File: config.mk
export PLATFORM = sky130hd
export DESIGN_NAME = greedy_change_dispenser
export DESIGN_NICKNAME = d
export VERILOG_FILES = /design/src/design/chgd_pkg.sv /design/src/design/chgd_front.sv /design/src/design/chgd_queue.sv /design/src/design/chgd_back.sv /design/src/design/greedy_change_dispenser.sv
export SDC_FILE = /design/constraint.sdc
export NUM_CORES = 2
export LEC_CHECK = 0
export BUFFER_PORTS_ARGS = -buffer_cell sky130_fd_sc_hd__buf_2
export CELL_PAD_IN_SITES_DETAIL_PLACEMENT = 1
export CELL_PAD_IN_SITES_GLOBAL_PLACEMENT = 1
export CORE_MARGIN = 4
export CORE_UTILIZATION = 55
export DETAILED_ROUTE_END_ITERATION = 6
export PLACE_DENSITY_LB_ADDON = 0.1
export REMOVE_ABC_BUFFERS = 1
export SYNTH_ARGS = -nofsm -noshare
export SYNTH_HDL_FRONTEND = slang
export SYNTH_SLANG_ARGS = --single-unit
export TNS_END_PERCENT = 20
File: constraint.sdc
create_clock -name clock -period 22.2 [get_ports clock]
set_input_delay 2.22 -clock clock [delete_from_list [all_inputs] [get_ports clock]]
set_output_delay 2.22 -clock clock [all_outputs]
set_load 0.01 [all_outputs]
File: src/design/chgd_pkg.sv
// ----------------------------------------------------------------------------
// chgd_pkg: shared types and constants of the greedy change dispenser
// Beat formats, request kinds, status codes and register reset values.
// ----------------------------------------------------------------------------
package chgd_pkg;

   localparam int NUM_DENOMS_DEF  = 8;
   localparam int COUNT_WIDTH_DEF = 16;
   localparam int QUEUE_DEPTH_DEF = 2;

   localparam int NUM_REGS  = 8;
   localparam int REG_IDX_W = 3;
   localparam int VALUE_W   = 16;
   localparam int TYPE_W    = 3;
   localparam int DENOM_W   = 3;
   localparam int CNT_W     = 16;
   localparam int AMT_W     = 16;
   localparam int STAT_W    = 2;

   localparam logic [VALUE_W-1:0] VALUE_RESET [NUM_REGS] =
      '{16'd5, 16'd10, 16'd20, 16'd50, 16'd100, 16'd200, 16'd500, 16'd1000};

   typedef enum logic [TYPE_W-1:0] {
      REQ_ADD      = 3'd0,
      REQ_REMOVE   = 3'd1,
      REQ_CHECK    = 3'd2,
      REQ_DISPENSE = 3'd3,
      REQ_BALANCE  = 3'd4
   } req_kind_type;

   localparam logic [STAT_W-1:0] STAT_OK        = 2'd0;
   localparam logic [STAT_W-1:0] STAT_SHORT     = 2'd1;
   localparam logic [STAT_W-1:0] STAT_NO_CHANGE = 2'd2;

   typedef struct packed {
      logic [TYPE_W-1:0]  req_type;
      logic [DENOM_W-1:0] denom_index;
      logic [CNT_W-1:0]   coin_count;
      logic [AMT_W-1:0]   amount_cents;
   } req_beat_type;

   typedef struct packed {
      logic [STAT_W-1:0]  status;
      logic [DENOM_W-1:0] out_denom;
      logic [CNT_W-1:0]   out_count;
      logic               last;
   } rsp_beat_type;

   typedef struct packed {
      req_kind_type       kind;
      logic [DENOM_W-1:0] denom;
      logic [CNT_W-1:0]   coin_count;
      logic [AMT_W-1:0]   amount;
   } queue_entry_type;

   typedef struct packed {
      logic            valid;
      queue_entry_type entry;
   } queue_push_type;

endpackage

File: src/design/chgd_front.sv
// ----------------------------------------------------------------------------
// chgd_front: request intake
// Takes request beats, decodes the request type and drops unknown types
// and add/remove/balance beats beyond the configured denomination count.
// ----------------------------------------------------------------------------
module chgd_front #(
   parameter int NUM_DENOMS = chgd_pkg::NUM_DENOMS_DEF
) (
   input  logic                     clock,
   input  logic                     reset,
   input  logic                     req_valid,
   output logic                     req_stall,
   input  chgd_pkg::req_beat_type   req_beat,
   output chgd_pkg::queue_push_type push,
   input  logic                     queue_full
);
   import chgd_pkg::*;

   localparam logic [DENOM_W:0] NUM_L = (DENOM_W+1)'(NUM_DENOMS);

   logic         accept;
   logic         keep;
   logic         idx_ok;
   req_kind_type kind;
   logic         seen_ff;
   logic         seen_in;

   assign req_stall = queue_full;
   assign accept    = req_valid && !req_stall;
   assign idx_ok    = {1'b0, req_beat.denom_index} < NUM_L;

   always_comb begin
      kind = REQ_ADD;
      keep = 1'b0;
      case (req_beat.req_type)
         REQ_ADD: begin
            kind = REQ_ADD;
            keep = idx_ok;
         end
         REQ_REMOVE: begin
            kind = REQ_REMOVE;
            keep = idx_ok;
         end
         REQ_BALANCE: begin
            kind = REQ_BALANCE;
            keep = idx_ok;
         end
         REQ_CHECK: begin
            kind = REQ_CHECK;
            keep = 1'b1;
         end
         REQ_DISPENSE: begin
            kind = REQ_DISPENSE;
            keep = 1'b1;
         end
         default: begin
            kind = REQ_ADD;
            keep = 1'b0;
         end
      endcase
   end

   assign push.valid            = accept && keep;
   assign push.entry.kind       = kind;
   assign push.entry.denom      = req_beat.denom_index;
   assign push.entry.coin_count = req_beat.coin_count;
   assign push.entry.amount     = req_beat.amount_cents;

   // track whether any beat has arrived since reset
   assign seen_in = seen_ff || accept;

   always_ff @(posedge clock) begin
      if (reset) begin
         seen_ff <= 1'b0;
      end else begin
         seen_ff <= seen_in;
      end
   end

   a_push_needs_room: assert property (@(posedge clock) disable iff (reset)
      push.valid |-> !queue_full && seen_in)
      else $error("front pushed into a full queue");

   a_bad_type_dropped: assert property (@(posedge clock) disable iff (reset)
      (req_beat.req_type != REQ_ADD && req_beat.req_type != REQ_REMOVE &&
       req_beat.req_type != REQ_CHECK && req_beat.req_type != REQ_DISPENSE &&
       req_beat.req_type != REQ_BALANCE) |-> !push.valid)
      else $error("unknown request type entered the queue");

   a_bad_index_dropped: assert property (@(posedge clock) disable iff (reset)
      (push.valid && (push.entry.kind == REQ_ADD || push.entry.kind == REQ_REMOVE ||
                      push.entry.kind == REQ_BALANCE)) |-> idx_ok)
      else $error("denomination beyond range entered the queue");

endmodule

File: src/design/chgd_queue.sv
// ----------------------------------------------------------------------------
// chgd_queue: request queue
// Short first-in first-out buffer between intake and execution.
// ----------------------------------------------------------------------------
module chgd_queue #(
   parameter int DEPTH = chgd_pkg::QUEUE_DEPTH_DEF
) (
   input  logic                      clock,
   input  logic                      reset,
   input  chgd_pkg::queue_push_type  push,
   output logic                      full,
   input  logic                      pop,
   output logic                      empty,
   output chgd_pkg::queue_entry_type head
);
   import chgd_pkg::*;

   localparam int PTR_W = (DEPTH > 1) ? $clog2(DEPTH) : 1;
   localparam int CNT_QW = $clog2(DEPTH + 1);

   queue_entry_type  mem_ff [DEPTH];
   logic [PTR_W-1:0] wr_ptr_ff, wr_ptr_in;
   logic [PTR_W-1:0] rd_ptr_ff, rd_ptr_in;
   logic [CNT_QW-1:0] fill_ff, fill_in;
   logic             do_push;
   logic             do_pop;

   assign full    = fill_ff == CNT_QW'(DEPTH);
   assign empty   = fill_ff == '0;
   assign head    = mem_ff[rd_ptr_ff];
   assign do_push = push.valid && !full;
   assign do_pop  = pop && !empty;

   always_comb begin
      wr_ptr_in = wr_ptr_ff;
      rd_ptr_in = rd_ptr_ff;
      fill_in   = fill_ff;
      if (do_push) begin
         wr_ptr_in = (wr_ptr_ff == PTR_W'(DEPTH - 1)) ? '0 : wr_ptr_ff + PTR_W'(1);
      end
      if (do_pop) begin
         rd_ptr_in = (rd_ptr_ff == PTR_W'(DEPTH - 1)) ? '0 : rd_ptr_ff + PTR_W'(1);
      end
      if (do_push && !do_pop) begin
         fill_in = fill_ff + CNT_QW'(1);
      end else if (do_pop && !do_push) begin
         fill_in = fill_ff - CNT_QW'(1);
      end
   end

   always_ff @(posedge clock) begin
      if (do_push) begin
         mem_ff[wr_ptr_ff] <= push.entry;
      end
      if (reset) begin
         wr_ptr_ff <= '0;
         rd_ptr_ff <= '0;
         fill_ff   <= '0;
      end else begin
         wr_ptr_ff <= wr_ptr_in;
         rd_ptr_ff <= rd_ptr_in;
         fill_ff   <= fill_in;
      end
   end

   a_fill_bound: assert property (@(posedge clock) disable iff (reset)
      fill_ff <= CNT_QW'(DEPTH))
      else $error("queue fill count beyond depth");

   a_ptr_agree: assert property (@(posedge clock) disable iff (reset)
      (fill_ff == '0 || fill_ff == CNT_QW'(DEPTH)) |-> wr_ptr_ff == rd_ptr_ff)
      else $error("queue pointers disagree with fill count");

   a_no_pop_empty: assert property (@(posedge clock) disable iff (reset)
      empty |=> fill_ff <= CNT_QW'(1))
      else $error("queue fill moved by more than one from empty");

endmodule

File: src/design/chgd_back.sv
// ----------------------------------------------------------------------------
// chgd_back: request execution
// Holds the coin stock, runs stock updates and the greedy change plan with
// a shared two-bit-per-cycle divider, then emits result and dispense beats.
// ----------------------------------------------------------------------------
module chgd_back #(
   parameter int NUM_DENOMS  = chgd_pkg::NUM_DENOMS_DEF,
   parameter int COUNT_WIDTH = chgd_pkg::COUNT_WIDTH_DEF
) (
   input  logic                           clock,
   input  logic                           reset,
   input  logic [chgd_pkg::VALUE_W-1:0]   denom_value [chgd_pkg::NUM_REGS],
   input  logic                           q_empty,
   input  chgd_pkg::queue_entry_type      q_head,
   output logic                           q_pop,
   output logic                           rsp_valid,
   input  logic                           rsp_stall,
   output chgd_pkg::rsp_beat_type         rsp_beat
);
   import chgd_pkg::*;

   localparam int IDX_W  = (NUM_DENOMS > 1) ? $clog2(NUM_DENOMS) : 1;
   localparam int SW     = ((COUNT_WIDTH > CNT_W) ? COUNT_WIDTH : CNT_W) + 1;
   localparam int STEPS  = AMT_W / 2;
   localparam int STEP_W = (STEPS > 1) ? $clog2(STEPS) : 1;
   localparam logic [IDX_W-1:0]  IDX_TOP   = IDX_W'(NUM_DENOMS - 1);
   localparam logic [STEP_W-1:0] STEP_LAST = STEP_W'(STEPS - 1);
   localparam logic [SW-1:0]     STOCK_MAX = SW'({COUNT_WIDTH{1'b1}});

   typedef enum logic [2:0] {
      ST_IDLE,
      ST_ONE,
      ST_PLAN,
      ST_DIV,
      ST_MUL,
      ST_SUB,
      ST_FINISH,
      ST_WALK
   } state_type;

   state_type              state_ff, state_in;
   queue_entry_type        ent_ff, ent_in;
   logic [IDX_W-1:0]       idx_ff, idx_in;
   logic [AMT_W-1:0]       rem_ff, rem_in;
   logic [AMT_W-1:0]       dvd_ff, dvd_in;
   logic [VALUE_W:0]       part_ff, part_in;
   logic [AMT_W-1:0]       quo_ff, quo_in;
   logic [STEP_W-1:0]      step_ff, step_in;
   logic [AMT_W-1:0]       prod_ff, prod_in;
   logic [NUM_DENOMS-1:0]  nz_ff, nz_in;
   logic [AMT_W-1:0]       take_ff [NUM_DENOMS];
   logic [COUNT_WIDTH-1:0] stock_ff [NUM_DENOMS];
   logic                   rsp_valid_ff, rsp_valid_in;
   rsp_beat_type           rsp_beat_ff, rsp_beat_in;

   logic                   take_we;
   logic [AMT_W-1:0]       take_wdata;
   logic                   stock_we;
   logic [COUNT_WIDTH-1:0] stock_wdata;

   logic [VALUE_W-1:0]     v;
   logic [COUNT_WIDTH-1:0] stock_rd;
   logic [SW-1:0]          stock_x;
   logic [AMT_W-1:0]       take_rd;
   logic                   out_free;
   logic [NUM_DENOMS-1:0]  below_mask;
   logic [NUM_DENOMS-1:0]  walk_mask;
   logic                   lower_nz;

   assign v        = denom_value[REG_IDX_W'(idx_ff)];
   assign stock_rd = stock_ff[idx_ff];
   assign stock_x  = SW'(stock_rd);
   assign take_rd  = take_ff[idx_ff];
   assign out_free = !rsp_valid_ff || !rsp_stall;

   always_comb begin
      for (int j = 0; j < NUM_DENOMS; j++) begin
         below_mask[j] = IDX_W'(j) < idx_ff;
         walk_mask[j]  = IDX_W'(j) <= idx_ff;
      end
   end

   assign lower_nz = |(nz_ff & below_mask);

   always_comb begin
      logic [SW-1:0]      cnt_x;
      logic [SW-1:0]      sum_x;
      logic [SW-1:0]      diff_x;
      logic [SW-1:0]      new_x;
      logic [SW-1:0]      n_x;
      logic [VALUE_W:0]   p;
      logic [VALUE_W:0]   t;
      logic [AMT_W-1:0]   d;
      logic [AMT_W-1:0]   q;
      logic [2*AMT_W-1:0] full_prod;

      cnt_x     = SW'(ent_ff.coin_count);
      sum_x     = stock_x + cnt_x;
      diff_x    = stock_x - cnt_x;
      new_x     = stock_x;
      n_x       = '0;
      p         = part_ff;
      d         = dvd_ff;
      q         = quo_ff;
      t         = '0;
      full_prod = '0;

      state_in     = state_ff;
      ent_in       = ent_ff;
      idx_in       = idx_ff;
      rem_in       = rem_ff;
      dvd_in       = dvd_ff;
      part_in      = part_ff;
      quo_in       = quo_ff;
      step_in      = step_ff;
      prod_in      = prod_ff;
      nz_in        = nz_ff;
      take_we      = 1'b0;
      take_wdata   = '0;
      stock_we     = 1'b0;
      stock_wdata  = stock_rd;
      q_pop        = 1'b0;
      rsp_valid_in = rsp_valid_ff && rsp_stall;
      rsp_beat_in  = rsp_beat_ff;

      case (state_ff)
         ST_IDLE: begin
            if (!q_empty) begin
               q_pop  = 1'b1;
               ent_in = q_head;
               idx_in = IDX_W'(q_head.denom);
               if (q_head.kind == REQ_CHECK || q_head.kind == REQ_DISPENSE) begin
                  rem_in   = q_head.amount;
                  idx_in   = IDX_TOP;
                  nz_in    = '0;
                  state_in = ST_PLAN;
               end else begin
                  state_in = ST_ONE;
               end
            end
         end
         ST_ONE: begin
            if (out_free) begin
               rsp_valid_in          = 1'b1;
               rsp_beat_in.status    = STAT_OK;
               rsp_beat_in.out_denom = ent_ff.denom;
               rsp_beat_in.last      = 1'b1;
               case (ent_ff.kind)
                  REQ_ADD: begin
                     new_x    = (sum_x > STOCK_MAX) ? STOCK_MAX : sum_x;
                     stock_we = 1'b1;
                  end
                  REQ_REMOVE: begin
                     if (stock_x < cnt_x) begin
                        rsp_beat_in.status = STAT_SHORT;
                     end else begin
                        new_x    = diff_x;
                        stock_we = 1'b1;
                     end
                  end
                  default: begin
                     new_x = stock_x;
                  end
               endcase
               stock_wdata           = new_x[COUNT_WIDTH-1:0];
               rsp_beat_in.out_count = new_x[CNT_W-1:0];
               state_in              = ST_IDLE;
            end
         end
         ST_PLAN: begin
            if (v == '0 || v > rem_ff || stock_rd == '0) begin
               nz_in[idx_ff] = 1'b0;
               if (idx_ff == '0) begin
                  state_in = ST_FINISH;
               end else begin
                  idx_in = idx_ff - IDX_W'(1);
               end
            end else begin
               part_in  = '0;
               dvd_in   = rem_ff;
               quo_in   = '0;
               step_in  = '0;
               state_in = ST_DIV;
            end
         end
         ST_DIV: begin
            for (int j = 0; j < 2; j++) begin
               t = {p[VALUE_W-1:0], d[AMT_W-1]};
               d = {d[AMT_W-2:0], 1'b0};
               if (t >= {1'b0, v}) begin
                  p = t - {1'b0, v};
                  q = {q[AMT_W-2:0], 1'b1};
               end else begin
                  p = t;
                  q = {q[AMT_W-2:0], 1'b0};
               end
            end
            part_in = p;
            dvd_in  = d;
            quo_in  = q;
            step_in = step_ff + STEP_W'(1);
            if (step_ff == STEP_LAST) begin
               state_in = ST_MUL;
            end
         end
         ST_MUL: begin
            n_x           = (SW'(quo_ff) > stock_x) ? stock_x : SW'(quo_ff);
            take_we       = 1'b1;
            take_wdata    = n_x[AMT_W-1:0];
            nz_in[idx_ff] = 1'b1;
            full_prod     = (2*AMT_W)'(n_x[AMT_W-1:0]) * (2*AMT_W)'(v);
            prod_in       = full_prod[AMT_W-1:0];
            state_in      = ST_SUB;
         end
         ST_SUB: begin
            rem_in = rem_ff - prod_ff;
            if (idx_ff == '0) begin
               state_in = ST_FINISH;
            end else begin
               idx_in   = idx_ff - IDX_W'(1);
               state_in = ST_PLAN;
            end
         end
         ST_FINISH: begin
            if (out_free) begin
               if (rem_ff != '0) begin
                  rsp_valid_in = 1'b1;
                  rsp_beat_in  = '{status: STAT_NO_CHANGE, out_denom: '0,
                                   out_count: '0, last: 1'b1};
                  state_in     = ST_IDLE;
               end else if (ent_ff.kind == REQ_CHECK || ent_ff.amount == '0) begin
                  rsp_valid_in = 1'b1;
                  rsp_beat_in  = '{status: STAT_OK, out_denom: '0,
                                   out_count: '0, last: 1'b1};
                  state_in     = ST_IDLE;
               end else begin
                  idx_in   = IDX_TOP;
                  state_in = ST_WALK;
               end
            end
         end
         ST_WALK: begin
            if (nz_ff[idx_ff]) begin
               if (out_free) begin
                  diff_x       = stock_x - SW'(take_rd);
                  stock_we     = 1'b1;
                  stock_wdata  = diff_x[COUNT_WIDTH-1:0];
                  rsp_valid_in = 1'b1;
                  rsp_beat_in  = '{status: STAT_OK, out_denom: DENOM_W'(idx_ff),
                                   out_count: take_rd, last: !lower_nz};
                  if (!lower_nz) begin
                     state_in = ST_IDLE;
                  end else begin
                     idx_in = idx_ff - IDX_W'(1);
                  end
               end
            end else begin
               idx_in = idx_ff - IDX_W'(1);
            end
         end
         default: begin
            state_in = ST_IDLE;
         end
      endcase
   end

   always_ff @(posedge clock) begin
      ent_ff      <= ent_in;
      idx_ff      <= idx_in;
      rem_ff      <= rem_in;
      dvd_ff      <= dvd_in;
      part_ff     <= part_in;
      quo_ff      <= quo_in;
      step_ff     <= step_in;
      prod_ff     <= prod_in;
      nz_ff       <= nz_in;
      rsp_beat_ff <= rsp_beat_in;
      if (take_we) begin
         take_ff[idx_ff] <= take_wdata;
      end
      if (reset) begin
         state_ff     <= ST_IDLE;
         rsp_valid_ff <= 1'b0;
         for (int j = 0; j < NUM_DENOMS; j++) begin
            stock_ff[j] <= '0;
         end
      end else begin
         state_ff     <= state_in;
         rsp_valid_ff <= rsp_valid_in;
         if (stock_we) begin
            stock_ff[idx_ff] <= stock_wdata;
         end
      end
   end

   assign rsp_valid = rsp_valid_ff;
   assign rsp_beat  = rsp_beat_ff;

   a_div_bound: assert property (@(posedge clock) disable iff (reset)
      state_ff == ST_DIV |-> part_ff < {1'b0, v})
      else $error("partial remainder not below divisor");

   a_sub_bound: assert property (@(posedge clock) disable iff (reset)
      state_ff == ST_SUB |-> prod_ff <= rem_ff)
      else $error("planned coins exceed remainder");

   a_walk_has_coin: assert property (@(posedge clock) disable iff (reset)
      state_ff == ST_WALK |-> (nz_ff & walk_mask) != '0)
      else $error("dispense walk with nothing left to emit");

   a_walk_take_fits: assert property (@(posedge clock) disable iff (reset)
      (state_ff == ST_WALK && nz_ff[idx_ff]) |-> SW'(take_rd) <= stock_x)
      else $error("dispense takes more coins than in stock");

endmodule

File: src/design/greedy_change_dispenser.sv
// ----------------------------------------------------------------------------
// greedy_change_dispenser: coin stock keeper with greedy change dispensing
// Intake, request queue and execution unit, plus the denomination value
// registers.
// ----------------------------------------------------------------------------
//  port group   direction  handshake              payload
//  req_         in         req_valid / req_stall  req_beat (req_beat_type)
//  rsp_         out        rsp_valid / rsp_stall  rsp_beat (rsp_beat_type)
//  csr_         in         csr_write_enable       csr_index, csr_write_data
//
//  Add, remove and balance pass through the queue and one update state.
//  Check and dispense walk the denominations one at a time: an unusable
//  one takes only the plan state, a used one the plan, divide, multiply
//  and subtract states (the shared divider gives two quotient bits per
//  step); a dispense then emits up to NUM_DENOMS beats, held by rsp_stall.
//  Reset clears all stock counts and loads the default coin values.
//  The queue keeps taking request beats while the result register is held, until it is full.
// ----------------------------------------------------------------------------
module greedy_change_dispenser #(
   parameter int NUM_DENOMS  = chgd_pkg::NUM_DENOMS_DEF,
   parameter int COUNT_WIDTH = chgd_pkg::COUNT_WIDTH_DEF,
   parameter int QUEUE_DEPTH = chgd_pkg::QUEUE_DEPTH_DEF
) (
   input  logic                           clock,
   input  logic                           reset,
   input  logic                           req_valid,
   output logic                           req_stall,
   input  chgd_pkg::req_beat_type         req_beat,
   output logic                           rsp_valid,
   input  logic                           rsp_stall,
   output chgd_pkg::rsp_beat_type         rsp_beat,
   input  logic                           csr_write_enable,
   input  logic [chgd_pkg::REG_IDX_W-1:0] csr_index,
   input  logic [chgd_pkg::VALUE_W-1:0]   csr_write_data
);
   import chgd_pkg::*;

   logic [VALUE_W-1:0] value_ff [NUM_REGS];
   queue_push_type     push;
   logic               queue_full;
   logic               queue_empty;
   logic               queue_pop;
   queue_entry_type    queue_head;

   always_ff @(posedge clock) begin
      if (reset) begin
         for (int j = 0; j < NUM_REGS; j++) begin
            value_ff[j] <= VALUE_RESET[j];
         end
      end else if (csr_write_enable) begin
         value_ff[csr_index] <= csr_write_data;
      end
   end

   chgd_front #(
      .NUM_DENOMS (NUM_DENOMS)
   ) u_front (
      .clock      (clock),
      .reset      (reset),
      .req_valid  (req_valid),
      .req_stall  (req_stall),
      .req_beat   (req_beat),
      .push       (push),
      .queue_full (queue_full)
   );

   chgd_queue #(
      .DEPTH (QUEUE_DEPTH)
   ) u_queue (
      .clock (clock),
      .reset (reset),
      .push  (push),
      .full  (queue_full),
      .pop   (queue_pop),
      .empty (queue_empty),
      .head  (queue_head)
   );

   chgd_back #(
      .NUM_DENOMS  (NUM_DENOMS),
      .COUNT_WIDTH (COUNT_WIDTH)
   ) u_back (
      .clock       (clock),
      .reset       (reset),
      .denom_value (value_ff),
      .q_empty     (queue_empty),
      .q_head      (queue_head),
      .q_pop       (queue_pop),
      .rsp_valid   (rsp_valid),
      .rsp_stall   (rsp_stall),
      .rsp_beat    (rsp_beat)
   );

endmodule
==> flow_summary.ini <==
[sta]
finalSetupTns_ps = 0
slew-limit-headroom = 0.0981
skew_ps = 45.6
finalCriticalPeriod_ps = 10250
rsz0062_at_grt = no
setup_viol = 0
drv_slew = 0
max_freq_mhz = 97.6
worstMarginPinSlew_ps = 1340
finalHoldViolCount = 0
fin_crit_sh = 0.462

[placement]
place.gp.congestion = 0.920
dp_hpwl_um = 79100
port_buffers = 85

[worst_setup_path]
end_kind = flip-flop
cp_max_fo = 36
setup.worst_path.class = flip-flop to flip-flop
start_kind = flip-flop
crit_arrival_ps = 10640
required_ps = 22590
rrSetupSlack_ps = 11950

[yosys]
synth_edf_count = 486
yosysTopAreaCell = edfxtp_1
synth-main-ff-cell = edfxtp_1
yosysWarnings = 0
async_flop_share = 0
synth.distinct_cells = 96
syn_avg_cell_area_um2 = 10.9
synth-simple-area-share = 0.137
synthMuxAreaShare = 0.0914
synth.top_cell.area_share = 0.411
yosys-top-cells-area = edfxtp_1 (41%), dfxtp_1 (7.9%), ha_1 (6.3%), nand2_1 (5.1%), fa_1 (4.9%)
synth_xor_area_frac = 0.0235
synth_cells = 3256
synth_top_family_by_area = simple AND/OR/NAND/NOR gates
ys_seq_area_frac = 0.490
syn_area_um2 = 35500
synth-seq-cells = 626
synthAdderAreaFrac = 0.112
synth_compound_gate_area_share = 0.100

[route]
drtIter0Drc = 2442
drtPass1Iterations = 5
wl_per_cell_um = 27.2
drtAntennaViolNets = 0
routed_wl_um = 115000
drc = 0
via_per_inst = 6.33
vias = 26700

[final_layout]
synthToLayoutAreaGrowth_pct = 10.3
final_cell_mix = edfxtp_1 (486), nand2_1 (482), nor2_1 (358)
num-nets-final = 3646
drive_gt1_frac = 0.130
final_common_cell = edfxtp_1

[floorplan]
rows = 92
die_x_um = 262
die_y_um = 262
die_area_um2 = 68700
initial_core_util = 0.560
io_pins = 86
core_area_um2 = 63400

[grt]
grt_max_degree = 79
grtUsageTotal = 0.335
antenna_found_initial = 1
overflow = 0
grt_first_pass_wirelength_um = 174000
first_global_vias = 28900

[status]
status = finished, final reports clean

[cts]
numCtsBuffers = 70
hold_buffers = 0
cts_max_level = 3
cts_setup_buffers = 0
cts_resized = 0
clock_latency_ps = 640
clock-sinks = 626
path_clk_slew_ps = 70
cts_buffer_depth = 3
cts_tree = done
clockRootBuffer = clkbuf_16

[worst_hold_path]
hold_path_class = flip-flop to flip-flop

[run]
drv_cap = 0
==> cell families (layout without fill, tap and decap cells) <==
family                   Yosys count  after routing
AND/OR/NAND/NOR                 1117           1117
flip-flops                       626            626
AO/OA/AOI/OAI                    554            554
buffers and inverters            394            514
adder cells (fa/ha/maj)          266            266
multiplexers                     207            207
XOR/XNOR                          92             92
other                              0              1
==> flip-flops by register name (all words and copies together) (netlist names), named ones only <==
register,count
u_back.rem_ff,16
u_back.state_ff,3
u_back.stock_ff,128
u_queue.rd_ptr_ff,1
u_back.nz_ff,8
u_back.quo_ff,16
u_queue.fill_ff,2
u_back.rsp_beat,22
u_back.dvd_ff,16
value_ff,128
u_queue.mem_ff,76
u_back.part_ff,16
u_queue.wr_ptr_ff,1
u_back.step_ff,3
u_back.idx_ff,3
u_back.take_ff,128
u_back.prod_ff,16
u_back.rsp_valid,1
u_back.ent_ff,38
==> final timing paths <==
path	to	startpoint	depth (start not counted)
max	u_back.prod_ff[15]$_DFFE_PP_	flip-flop	26
min reg2reg	value_ff[2]$_SDFFE_PP0P_	value_ff[2]$_SDFFE_PP0P_	2
max reg2reg	u_back.prod_ff[15]$_DFFE_PP_	flip-flop	26
min	value_ff[2]$_SDFFE_PP0P_	value_ff[2]$_SDFFE_PP0P_	2
==> layer usage <==
| metal | vias up | routed length, µm | track usage |
|---|---|---|---|
| met1 | 13600 | 43000 | 0.395 |
| met3 | 358 | 6540 | 0.0515 |
| met2 | 1070 | 59000 | 0.606 |
| met5 | - | 13 | 0 |
| met4 | 2 | 6050 | 0.152 |
| li1 | 11700 | - | - |
==> worst max-delay path, stage by stage, from the launching register on <==
cell and delay [ps]:
dfxtp_4 740, buf_4 680, mux4_1 670, mux2_2 430, inv_1 130, ha_1 150
nand4_1 210, a2111o_1 400, a31oi_4 930, o21ai_1 600, nand2b_1 340, fa_1 520
inv_1 60, fa_1 500, inv_1 50, fa_1 470, fa_1 520, fa_1 530
fa_1 490, xor2_1 190, xnor2_1 240, xnor2_1 160, xnor2_1 100, xnor2_1 230
xnor2_1 160, xnor3_1 300, xnor2_1 150
==> final cells by class <==
cell class / count / area [µm²]
Timing Repair Buffer: 142 / 856
Tap cell: 846 / 1060
Inverter: 242 / 908
Multi-Input combinational cell: 2236 / 16600
Antenna cell: 1 / 2.50
Clock buffer: 89 / 1860
Sequential cell: 626 / 17400
Fill cell: 6671 / 24300
Clock inverter: 41 / 469
==> per-stage QoR <==
stage	std cells	setup WS [ps]	hold WS, ps	instance area (µm²)	util
floorplan	3104	12020	425	34800	-
global placement	4092	12370	437	36800	0.580
detailed placement	4092	12150	448	36800	0.580
CTS	4222	12030	457	39200	0.617
global route	4222	11580	474	39200	0.617
finish	4223	11950	455	39200	0.617
==> synth_stat cells (64+ instances only) <==
cell type and number:
a21oi_1 214, clkbuf_1 83, dfxtp_1 140, edfxtp_1 486
fa_1 86, ha_1 180, inv_1 235, mux2_2 66
mux4_2 75, nand2_1 482, nor2_1 367, o21ai_0 96
xnor2_1 64
Power is left out: the tool's default activity adds up to more than one toggle a clock period on the data nets, which glitch-free logic cannot reach.
